===== src/hw/rtl/pms_pkg.sv =====
// ----------------------------------------------------------------------------
// pms_pkg: shared types and constants of the priority medium stack
// Entry layout, request and result records, operation codes and the
// sequencer state encoding.
// ----------------------------------------------------------------------------
package pms_pkg;

  // Default stack depth
  localparam int unsigned MAX_MEDIA_DEF = 8;

  // Fixed field widths of the channels
  localparam int unsigned OP_W      = 2;
  localparam int unsigned OBJ_W     = 16;
  localparam int unsigned PRIO_W    = 8;
  localparam int unsigned MAT_W     = 16;
  localparam int unsigned IOR_W     = 32;
  localparam int unsigned RIDX_W    = 3;
  localparam int unsigned CNT_OUT_W = 4;

  typedef enum logic [OP_W-1:0] {
    OP_ADD    = 2'd0,
    OP_REMOVE = 2'd1,
    OP_READ   = 2'd2,
    OP_CLEAR  = 2'd3
  } pms_op_t;

  typedef enum logic [1:0] {
    ST_IDLE,
    ST_ADD,
    ST_REMOVE,
    ST_REPORT
  } pms_state_t;

  // One stack entry
  typedef struct packed {
    logic [OBJ_W-1:0]         obj;
    logic signed [PRIO_W-1:0] prio;
    logic [MAT_W-1:0]         mat;
    logic [IOR_W-1:0]         ior;
  } pms_entry_t;

  // Incoming request
  typedef struct packed {
    pms_op_t                  op;
    logic [OBJ_W-1:0]         obj;
    logic signed [PRIO_W-1:0] prio;
    logic [MAT_W-1:0]         mat;
    logic [IOR_W-1:0]         ior;
    logic [RIDX_W-1:0]        ridx;
  } pms_req_t;

  // Register file write control
  typedef struct packed {
    logic       we;
    pms_entry_t data;
  } pms_wr_t;

  // Result record
  typedef struct packed {
    logic [CNT_OUT_W-1:0] count;
    logic                 entry_valid;
    pms_entry_t           entry;
    logic                 lost;
    logic [CNT_OUT_W-1:0] removed;
  } pms_res_t;

endpackage


===== src/hw/rtl/pms_if.sv =====
// ----------------------------------------------------------------------------
// pms_if: request and result channels of the priority medium stack
// Valid/ready channels; a transaction completes when valid and ready are
// both high at a rising clock edge.
// ----------------------------------------------------------------------------
interface pms_in_if;
  logic              valid;
  logic              ready;
  logic [1:0]        operation;
  logic [15:0]       object_id;
  logic signed [7:0] priority_req;
  logic [15:0]       material_id;
  logic [31:0]       ior_bits;
  logic [2:0]        read_index;

  modport source (
    output valid, operation, object_id, priority_req, material_id, ior_bits,
           read_index,
    input  ready
  );
  modport sink (
    input  valid, operation, object_id, priority_req, material_id, ior_bits,
           read_index,
    output ready
  );
endinterface

interface pms_out_if;
  logic              valid;
  logic              ready;
  logic [3:0]        count;
  logic              entry_valid;
  logic [15:0]       entry_object;
  logic signed [7:0] entry_priority;
  logic [15:0]       entry_material;
  logic [31:0]       entry_ior;
  logic              lost;
  logic [3:0]        removed_count;

  modport source (
    output valid, count, entry_valid, entry_object, entry_priority,
           entry_material, entry_ior, lost, removed_count,
    input  ready
  );
  modport sink (
    input  valid, count, entry_valid, entry_object, entry_priority,
           entry_material, entry_ior, lost, removed_count,
    output ready
  );
endinterface


===== src/hw/rtl/pms_regfile.sv =====
// ----------------------------------------------------------------------------
// pms_regfile: stack entry storage
// One write port and one combinational read port; positions beyond the
// depth read as zero.
// ----------------------------------------------------------------------------
module pms_regfile #(
  parameter int unsigned MAX_MEDIA = pms_pkg::MAX_MEDIA_DEF,
  parameter int unsigned IDX_W     = (MAX_MEDIA > 1) ? $clog2(MAX_MEDIA) : 1
) (
  input  logic                clk,
  input  pms_pkg::pms_wr_t    wr,
  input  logic [IDX_W-1:0]    wr_addr,
  input  logic [IDX_W-1:0]    rd_addr,
  output pms_pkg::pms_entry_t rd_data
);
  import pms_pkg::*;

  pms_entry_t mem_r [MAX_MEDIA];

  // Write one entry
  always_ff @(posedge clk) begin
    if (wr.we) begin
      mem_r[wr_addr] <= wr.data;
    end
  end

  // Read one entry
  always_comb begin
    rd_data = '0;
    if (32'(rd_addr) < MAX_MEDIA) begin
      rd_data = mem_r[rd_addr];
    end
  end

endmodule


===== src/hw/rtl/pms_seq.sv =====
// ----------------------------------------------------------------------------
// pms_seq: operation sequencer of the priority medium stack
// Walks the stack one position a cycle through a single compare unit,
// inserting with a carried entry or compacting behind a write pointer.
// ----------------------------------------------------------------------------
module pms_seq #(
  parameter int unsigned MAX_MEDIA = pms_pkg::MAX_MEDIA_DEF,
  parameter int unsigned IDX_W     = (MAX_MEDIA > 1) ? $clog2(MAX_MEDIA) : 1,
  parameter int unsigned CNT_W     = $clog2(MAX_MEDIA + 1)
) (
  input  logic                clk,
  input  logic                rst_n,
  input  logic                req_valid,
  output logic                req_ready,
  input  pms_pkg::pms_req_t   req,
  output logic [IDX_W-1:0]    rd_addr,
  input  pms_pkg::pms_entry_t rd_data,
  output logic [IDX_W-1:0]    wr_addr,
  output pms_pkg::pms_wr_t    wr,
  output logic                res_valid,
  input  logic                res_free,
  output pms_pkg::pms_res_t   res,
  output logic [CNT_W-1:0]    count
);
  import pms_pkg::*;

  pms_state_t state_r, state_nxt;

  logic [CNT_W-1:0]  count_r;
  pms_req_t          req_r;
  logic [RIDX_W-1:0] rpos_r;
  logic [IDX_W-1:0]  idx_r;
  logic [CNT_W-1:0]  wptr_r;
  logic              ins_r;
  pms_entry_t        carry_r;
  logic              lost_r;
  logic [CNT_W-1:0]  removed_r;

  logic              accept;
  logic [CNT_W-1:0]  idx_ext;
  logic [CNT_W-1:0]  add_last;
  logic              add_done;
  logic              rem_done;
  logic              take_new;
  logic              keep;
  logic [CNT_W-1:0]  wptr_inc;
  pms_entry_t        new_entry;

  assign accept = req_valid && req_ready;
  assign count  = count_r;

  // Shared compare unit and loop bounds
  assign idx_ext   = CNT_W'(idx_r);
  assign add_last  = (32'(count_r) < MAX_MEDIA) ? count_r : CNT_W'(MAX_MEDIA - 1);
  assign add_done  = (idx_ext == add_last);
  assign rem_done  = ((32'(idx_ext) + 32'd1) == 32'(count_r));
  assign take_new  = !ins_r && ((idx_ext >= count_r) || (rd_data.prio < req_r.prio));
  assign keep      = (rd_data.obj != req_r.obj);
  assign wptr_inc  = wptr_r + CNT_W'(keep);
  assign new_entry = '{obj: req_r.obj, prio: req_r.prio, mat: req_r.mat, ior: req_r.ior};

  // Next state
  always_comb begin
    state_nxt = state_r;
    unique case (state_r)
      ST_IDLE: begin
        if (req_valid) begin
          unique case (req.op)
            OP_ADD:    state_nxt = ST_ADD;
            OP_REMOVE: state_nxt = (count_r == '0) ? ST_REPORT : ST_REMOVE;
            OP_READ:   state_nxt = ST_REPORT;
            OP_CLEAR:  state_nxt = ST_REPORT;
            default:   state_nxt = ST_IDLE;
          endcase
        end
      end
      ST_ADD: begin
        if (add_done) state_nxt = ST_REPORT;
      end
      ST_REMOVE: begin
        if (rem_done) state_nxt = ST_REPORT;
      end
      ST_REPORT: begin
        if (res_free) state_nxt = ST_IDLE;
      end
      default: state_nxt = ST_IDLE;
    endcase
  end

  // Outputs of the sequencer
  always_comb begin
    req_ready = 1'b0;
    res_valid = 1'b0;
    rd_addr   = idx_r;
    wr_addr   = idx_r;
    wr        = '0;
    unique case (state_r)
      ST_IDLE: begin
        req_ready = 1'b1;
      end
      ST_ADD: begin
        if (take_new) begin
          wr.we   = 1'b1;
          wr.data = new_entry;
        end else if (ins_r) begin
          wr.we   = 1'b1;
          wr.data = carry_r;
        end
      end
      ST_REMOVE: begin
        wr_addr = IDX_W'(wptr_r);
        wr.we   = keep;
        wr.data = rd_data;
      end
      ST_REPORT: begin
        rd_addr   = IDX_W'(rpos_r);
        res_valid = 1'b1;
      end
      default: begin
        req_ready = 1'b0;
      end
    endcase
  end

  // Result record
  always_comb begin
    res             = '0;
    res.count       = CNT_OUT_W'(count_r);
    res.entry_valid = (32'(rpos_r) < 32'(count_r));
    res.lost        = lost_r;
    res.removed     = CNT_OUT_W'(removed_r);
    if (res.entry_valid) begin
      res.entry = rd_data;
    end
  end

  // Control state
  always_ff @(posedge clk) begin
    if (!rst_n) begin
      state_r <= ST_IDLE;
      count_r <= '0;
    end else begin
      state_r <= state_nxt;
      if (accept && (req.op == OP_CLEAR)) begin
        count_r <= '0;
      end else if ((state_r == ST_ADD) && add_done) begin
        if (32'(count_r) < MAX_MEDIA) count_r <= count_r + 1'b1;
      end else if ((state_r == ST_REMOVE) && rem_done) begin
        count_r <= wptr_inc;
      end
    end
  end

  // Operand and loop registers
  always_ff @(posedge clk) begin
    if (accept) begin
      req_r     <= req;
      rpos_r    <= (req.op == OP_READ) ? req.ridx : '0;
      idx_r     <= '0;
      wptr_r    <= '0;
      ins_r     <= 1'b0;
      lost_r    <= 1'b0;
      removed_r <= '0;
    end else if (state_r == ST_ADD) begin
      if (take_new || ins_r) carry_r <= rd_data;
      ins_r <= ins_r | take_new;
      idx_r <= idx_r + 1'b1;
      if (add_done) lost_r <= (32'(count_r) >= MAX_MEDIA);
    end else if (state_r == ST_REMOVE) begin
      wptr_r <= wptr_inc;
      idx_r  <= idx_r + 1'b1;
      if (rem_done) removed_r <= count_r - wptr_inc;
    end
  end

endmodule


===== src/hw/rtl/priority_medium_stack.sv =====
// ----------------------------------------------------------------------------
// priority_medium_stack: bounded stack of media in descending priority
// Add, remove, read and clear operations on up to MAX_MEDIA entries, one
// result transaction for each request transaction.
// ----------------------------------------------------------------------------
// Add walks positions 0 to min(n, MAX_MEDIA-1), remove walks positions 0 to
// n-1 (none on an empty stack), read and clear go straight to the report
// state, n being the count before the operation.
// A new request is taken only once the previous result enters the result
// register; add and remove walk the stack one position a cycle through the register file port.
// Reset: synchronous, active low; empties the stack and the result register.
module priority_medium_stack #(
  parameter int unsigned MAX_MEDIA = pms_pkg::MAX_MEDIA_DEF
) (
  input  logic      clk,
  input  logic      rst_n,
  pms_in_if.sink    in_ch,
  pms_out_if.source out_ch
);
  import pms_pkg::*;

  localparam int unsigned IDX_W = (MAX_MEDIA > 1) ? $clog2(MAX_MEDIA) : 1;
  localparam int unsigned CNT_W = $clog2(MAX_MEDIA + 1);

  pms_req_t         req;
  logic             req_ready;
  logic [IDX_W-1:0] rd_addr;
  logic [IDX_W-1:0] wr_addr;
  pms_entry_t       rd_data;
  pms_wr_t          wr;
  logic             res_valid;
  logic             res_free;
  pms_res_t         res;
  logic [CNT_W-1:0] stack_count;

  logic             out_valid_r;
  pms_res_t         out_res_r;

  // Pack the request
  assign req.op   = pms_op_t'(in_ch.operation);
  assign req.obj  = in_ch.object_id;
  assign req.prio = in_ch.priority_req;
  assign req.mat  = in_ch.material_id;
  assign req.ior  = in_ch.ior_bits;
  assign req.ridx = in_ch.read_index;
  assign in_ch.ready = req_ready;

  pms_seq #(
    .MAX_MEDIA (MAX_MEDIA),
    .IDX_W     (IDX_W),
    .CNT_W     (CNT_W)
  ) u_seq (
    .clk       (clk),
    .rst_n     (rst_n),
    .req_valid (in_ch.valid),
    .req_ready (req_ready),
    .req       (req),
    .rd_addr   (rd_addr),
    .rd_data   (rd_data),
    .wr_addr   (wr_addr),
    .wr        (wr),
    .res_valid (res_valid),
    .res_free  (res_free),
    .res       (res),
    .count     (stack_count)
  );

  pms_regfile #(
    .MAX_MEDIA (MAX_MEDIA),
    .IDX_W     (IDX_W)
  ) u_regfile (
    .clk     (clk),
    .wr      (wr),
    .wr_addr (wr_addr),
    .rd_addr (rd_addr),
    .rd_data (rd_data)
  );

  // Result register: load when empty or being drained
  assign res_free = !out_valid_r || out_ch.ready;

  always_ff @(posedge clk) begin
    if (!rst_n) begin
      out_valid_r <= 1'b0;
    end else if (res_valid && res_free) begin
      out_valid_r <= 1'b1;
    end else if (out_ch.ready) begin
      out_valid_r <= 1'b0;
    end
  end

  always_ff @(posedge clk) begin
    if (res_valid && res_free) begin
      out_res_r <= res;
    end
  end

  // Drive the result channel
  assign out_ch.valid          = out_valid_r;
  assign out_ch.count          = out_res_r.count;
  assign out_ch.entry_valid    = out_res_r.entry_valid;
  assign out_ch.entry_object   = out_res_r.entry.obj;
  assign out_ch.entry_priority = out_res_r.entry.prio;
  assign out_ch.entry_material = out_res_r.entry.mat;
  assign out_ch.entry_ior      = out_res_r.entry.ior;
  assign out_ch.lost           = out_res_r.lost;
  assign out_ch.removed_count  = out_res_r.removed;

  // The stack never holds more than its depth
  a_count_bound: assert property (@(posedge clk) disable iff (!rst_n)
    32'(stack_count) <= MAX_MEDIA)
    else $error("stack count exceeds depth");

  // An accepted request keeps the sequencer busy in the next cycle
  a_busy_after_accept: assert property (@(posedge clk) disable iff (!rst_n)
    (in_ch.valid && in_ch.ready) |=> !in_ch.ready)
    else $error("request accepted while busy");

  // A result never reports both a lost entry and removed entries
  a_lost_removed_excl: assert property (@(posedge clk) disable iff (!rst_n)
    (res_valid && res.lost) |-> (res.removed == '0))
    else $error("lost and removed both set");

  // A result handed over while the result register is free is registered as valid
  a_res_load: assert property (@(posedge clk) disable iff (!rst_n)
    (res_valid && res_free) |=> out_valid_r)
    else $error("result not registered");

endmodule

===== src/flat_wrapper.sv =====
// flat-port wrapper written by rule: the top's interface ports become plain ports
module priority_medium_stack_flat import pms_pkg::*;
#(
  parameter int unsigned MAX_MEDIA = pms_pkg::MAX_MEDIA_DEF
)
  (clk, rst_n, in_ch_valid, in_ch_operation, in_ch_object_id, in_ch_priority_req, in_ch_material_id, in_ch_ior_bits, in_ch_read_index, in_ch_ready, out_ch_valid, out_ch_count, out_ch_entry_valid, out_ch_entry_object, out_ch_entry_priority, out_ch_entry_material, out_ch_entry_ior, out_ch_lost, out_ch_removed_count, out_ch_ready);
  pms_in_if in_ch_i ();
  pms_out_if out_ch_i ();
  input  logic clk;
  input  logic rst_n;
  input wire logic [$bits(in_ch_i.valid)-1:0] in_ch_valid;
  input wire logic [$bits(in_ch_i.operation)-1:0] in_ch_operation;
  input wire logic [$bits(in_ch_i.object_id)-1:0] in_ch_object_id;
  input wire logic [$bits(in_ch_i.priority_req)-1:0] in_ch_priority_req;
  input wire logic [$bits(in_ch_i.material_id)-1:0] in_ch_material_id;
  input wire logic [$bits(in_ch_i.ior_bits)-1:0] in_ch_ior_bits;
  input wire logic [$bits(in_ch_i.read_index)-1:0] in_ch_read_index;
  output wire logic [$bits(in_ch_i.ready)-1:0] in_ch_ready;
  output wire logic [$bits(out_ch_i.valid)-1:0] out_ch_valid;
  output wire logic [$bits(out_ch_i.count)-1:0] out_ch_count;
  output wire logic [$bits(out_ch_i.entry_valid)-1:0] out_ch_entry_valid;
  output wire logic [$bits(out_ch_i.entry_object)-1:0] out_ch_entry_object;
  output wire logic [$bits(out_ch_i.entry_priority)-1:0] out_ch_entry_priority;
  output wire logic [$bits(out_ch_i.entry_material)-1:0] out_ch_entry_material;
  output wire logic [$bits(out_ch_i.entry_ior)-1:0] out_ch_entry_ior;
  output wire logic [$bits(out_ch_i.lost)-1:0] out_ch_lost;
  output wire logic [$bits(out_ch_i.removed_count)-1:0] out_ch_removed_count;
  input wire logic [$bits(out_ch_i.ready)-1:0] out_ch_ready;
  assign in_ch_i.valid = in_ch_valid;
  assign in_ch_i.operation = in_ch_operation;
  assign in_ch_i.object_id = in_ch_object_id;
  assign in_ch_i.priority_req = in_ch_priority_req;
  assign in_ch_i.material_id = in_ch_material_id;
  assign in_ch_i.ior_bits = in_ch_ior_bits;
  assign in_ch_i.read_index = in_ch_read_index;
  assign in_ch_ready = in_ch_i.ready;
  assign out_ch_valid = out_ch_i.valid;
  assign out_ch_count = out_ch_i.count;
  assign out_ch_entry_valid = out_ch_i.entry_valid;
  assign out_ch_entry_object = out_ch_i.entry_object;
  assign out_ch_entry_priority = out_ch_i.entry_priority;
  assign out_ch_entry_material = out_ch_i.entry_material;
  assign out_ch_entry_ior = out_ch_i.entry_ior;
  assign out_ch_lost = out_ch_i.lost;
  assign out_ch_removed_count = out_ch_i.removed_count;
  assign out_ch_i.ready = out_ch_ready;
  priority_medium_stack #(.MAX_MEDIA(MAX_MEDIA)) u_core (.clk(clk), .rst_n(rst_n), .in_ch(in_ch_i), .out_ch(out_ch_i));
endmodule

===== config.mk =====
export PLATFORM = sky130hd
export DESIGN_NAME = priority_medium_stack_flat
export DESIGN_NICKNAME = d
export VERILOG_FILES = /design/src/hw/rtl/pms_pkg.sv /design/src/hw/rtl/pms_if.sv /design/src/hw/rtl/pms_regfile.sv /design/src/hw/rtl/pms_seq.sv /design/src/hw/rtl/priority_medium_stack.sv /design/src/flat_wrapper.sv
export SDC_FILE = /design/constraint.sdc
export NUM_CORES = 1
export LEC_CHECK = 0
export BUFFER_PORTS_ARGS = -buffer_cell sky130_fd_sc_hd__buf_2
export CAP_MARGIN = 20
export CELL_PAD_IN_SITES_DETAIL_PLACEMENT = 1
export CELL_PAD_IN_SITES_GLOBAL_PLACEMENT = 1
export CORE_MARGIN = 2
export CORE_UTILIZATION = 45
export CTS_CLUSTER_DIAMETER = 50
export DETAILED_ROUTE_END_ITERATION = 16
export PLACE_DENSITY_LB_ADDON = 0.25
export SLEW_MARGIN = 20
export SYNTH_ARGS = -nofsm -noshare
export SYNTH_HDL_FRONTEND = slang
export SYNTH_HIERARCHICAL = 1
export SYNTH_SLANG_ARGS = --single-unit

===== constraint.sdc =====
create_clock -name clk -period 18.6 [get_ports clk]
set_input_delay 3.72 -clock clk [delete_from_list [all_inputs] [get_ports clk]]
set_output_delay 3.72 -clock clk [all_outputs]
set_load 0.02 [all_outputs]

==> results.json <==
{
  "worstPathMaxFanout": 95,
  "worstMarginPinSlew_ps": 1100,
  "cts_sinks": 825,
  "cp-end-kind": "flip-flop",
  "status": "finished, final reports clean",
  "ys_seq_elements": 825,
  "skew_ps": 21.9,
  "ctsHoldBuffers": 0,
  "multi_input_comb_area_um2": 7590,
  "critPathSlowestCell": "buf_4",
  "grt_overflow": 0,
  "seqCellArea_um2": 24600,
  "grt.total_usage_pct": 20.3,
  "setup_viol": 0,
  "synth_cell_types": 52,
  "wirelength_um": 74500,
  "io_buffers": 164,
  "power.density_nw_per_um2": 167,
  "clock_path_buffers": 3,
  "synth-main-ff-cell": "edfxtp_1",
  "fin_nets": 1869,
  "p_leak_uw": 0.0126,
  "cts-buffers-inserted": 97,
  "synth_area_um2": 32600,
  "critical-path-max-stage-delay_ps": 960,
  "io_pins": 165,
  "start_util_pct": 45.5,
  "synth_cells": 1558,
  "area_growth_pct": 15.8,
  "grt_setup_unrepaired": "no",
  "total_power_uw": 6320,
  "core-area_um2": 71600,
  "fin_crit_sh_pct": 38.3,
  "yosys-top-cells-area": "edfxtp_1 (74%), mux4_2 (9.9%), a22o_1 (3.9%)",
  "crit_family": "simple AND/OR/NAND/NOR gates",
  "reg2reg_from": "u_core/u_seq/state_r[1]",
  "cts_root_buffer": "clkbuf_16",
  "finalWeightedCongestion": 0.753,
  "yosys_warnings": 6,
  "max_cap_viol_count": 0,
  "vdd_drop_max_v": 0.000122,
  "tritoncts": "built",
  "synth_nets": 1667,
  "grt_pass1_vias": 17300,
  "rows": 98,
  "cp_common_cell": "ha_1",
  "finalCriticalPeriod_ps": 7120,
  "post-route-drc-count": 0,
  "grt_max_degree": 96,
  "critPathKind": "reg2reg",
  "fmax_mhz": 140,
  "ant_nets": 0,
  "grt_pass1_wl_um": 113000,
  "worstPathRequired_ps": 18850,
  "fill_cells": 6341,
  "setup_tns_ps": 0,
  "drtPass1Iterations": 5,
  "clock_latency_ps": 650,
  "syn_avg_cell_area_um2": 20.9,
  "drt-initial-drc-count": 1354,
  "drive_gt1_share_pct": 32.2,
  "worstPathArrival_ps": 7370,
  "startpoint": "u_core/u_seq/state_r[1]",
  "dp_hpwl_um": 42100,
  "die_area_um2": 74600,
  "ys_seq_area_share_pct": 75.3,
  "hold_viol": 0,
  "min_path_type": "reg2reg",
  "min_from": "u_core/u_seq/removed_r[0]",
  "critPathLaunchType": "flip-flop",
  "ctsResizeCount": 0,
  "critical_path_buf_inv_count": 2,
  "crit_chain": "ha_1 > nand2_1 > o21ai_4 > buf_12 > mux4_2 > mux2_4 > ha_1 > a21o_1 > a2111oi_0 > o31ai_1 > and3b_1 > o21ai_0 > nand2b_1 > nor3_2 > buf_4",
  "slew_headroom_pct": 26.8,
  "vias": 15900,
  "wl_per_cell_um": 26.7,
  "synthArstFlopShare_pct": 0,
  "htree_num_levels": 3,
  "post-cts-setup-buffers": 0,
  "die_h_um": 273,
  "synth_top_area_cell": "edfxtp_1",
  "viasPerCell": 5.70,
  "synth.top_cell.area_share_pct": 74.1,
  "path_clk_slew_ps": 60,
  "antenna_found_initial": 1,
  "drv_slew": 0,
  "die_w_um": 273,
  "synth_edf_count": 805
}
==> cells in the mapped netlist (all sizes together), types with 10 or more instances <==
cell	number
buf	38
nand2	10
nor2b	77
mux2	79
xor2	23
dfxtp	20
ha	27
edfxtp	805
a22o	144
nor2	28
inv	24
mux4	144
clkbuf	52
==> per-stage QoR <==
step	worst slack (ps)	hold slack, ps	area [um^2]	utilization (%)	cells
4_1_cts	11190	441	37700	52.7	2792
2_1_floorplan	9580	402	32600	-	1558
5_1_grt	10820	454	37800	52.7	2793
3_5_place_dp	11200	421	34500	48.2	2610
3_3_place_gp	11470	422	34500	48.1	2609
6_report	11480	434	37800	52.8	2794
==> cell usage in the layout (no fill, tap or decap), types with 4 or more instances in the layout <==
master / synthesis / layout
nand4_1: 4 / 4
mux4_2: 144 / 144
nor2_4: 0 / 7
a211oi_1: 5 / 5
clkbuf_16: 0 / 97
nand2_1: 10 / 10
xor2_1: 23 / 23
clkbuf_1: 51 / 10
mux2_4: 60 / 61
clkinv_2: 0 / 16
clkinvlp_4: 0 / 9
dfxtp_1: 20 / 20
nand2b_1: 6 / 6
clkinv_4: 0 / 4
mux2i_1: 6 / 6
nor2_1: 27 / 20
ha_1: 27 / 25
nor4_1: 4 / 4
xnor2_1: 6 / 6
a22o_1: 144 / 144
inv_8: 0 / 6
buf_4: 5 / 25
a21oi_1: 5 / 5
buf_2: 18 / 164
mux2_2: 19 / 17
bufinv_16: 0 / 9
inv_1: 24 / 24
clkinv_1: 0 / 17
nand3_1: 6 / 6
inv_6: 0 / 8
edfxtp_1: 805 / 805
nor2b_1: 77 / 76
a21o_1: 6 / 6
==> path summary, 6_finish.rpt <==
check                                        end  slack (ps)  cells past startpoint
setup reg to reg   u_core/u_regfile/mem_r[0][61]       11480                     15
hold / removal    u_core/out_ch.removed_count[0]         430                      0
hold reg to reg   u_core/out_ch.removed_count[0]         430                      0
setup / recovery   u_core/u_regfile/mem_r[0][61]       11480                     15
==> area by class of cell <==
type / instances / share of cell area, %
Sequential cell: 825 / 65.1
Multi-Input combinational cell: 619 / 20.1
Clock buffer: 107 / 6.53
Tap cell: 950 / 3.15
Timing Repair Buffer: 193 / 2.90
Clock inverter: 75 / 2.05
Inverter: 24 / 0.238
Antenna cell: 1 / 0.00662
==> routing by layer <==
metal / track usage [%] / share of wire [%]
met4: 6.66 / 3.0
met2: 33.4 / 50
met3: 3.30 / 4.7
met1: 27.8 / 43
met5: 0 / 0
==> logic make-up (layout without fill, tap and decap cells) <==
logic type	count (synthesis)	count (layout)	share of synthesized area, %
xor+xnor	29	29	0.779
buf+inv	114	399	1.84
compound gates	182	182	4.78
other cells	0	1	0
simple gates	151	151	2.62
mux	229	229	13.5
flops	825	825	75.3
fa+ha+maj	28	28	1.10
==> registers in the layout, indices dropped and copies added, names as in the netlist, 2 cells and up <==
signal and count:
u_core/u_regfile/mem_r 576, u_core/u_seq/carry_r 72, u_core/u_seq/new_entry 72, u_core/out_ch.entry_ior 32, u_core/out_ch.entry_material 16, u_core/out_ch.entry_object 16, u_core/out_ch.entry_priority 8, u_core/out_ch.count 4
u_core/out_ch.removed_count 4, u_core/u_seq/count 4, u_core/u_seq/removed_r 4, u_core/u_seq/wptr_r 4, u_core/u_seq/idx_r 3, u_core/u_seq/rpos_r 3, u_core/u_seq/state_r 2
==> power by group <==
group	total (uW)	leakage [uW]	switching [uW]	internal (uW)
combinational	1840	0.00347	1070	763
sequential	2590	0.00761	87.1	2500
clock	1890	0.00157	788	1100
total	6320	0.0126	1950	4370
Power figures use the tool's default switching activity.
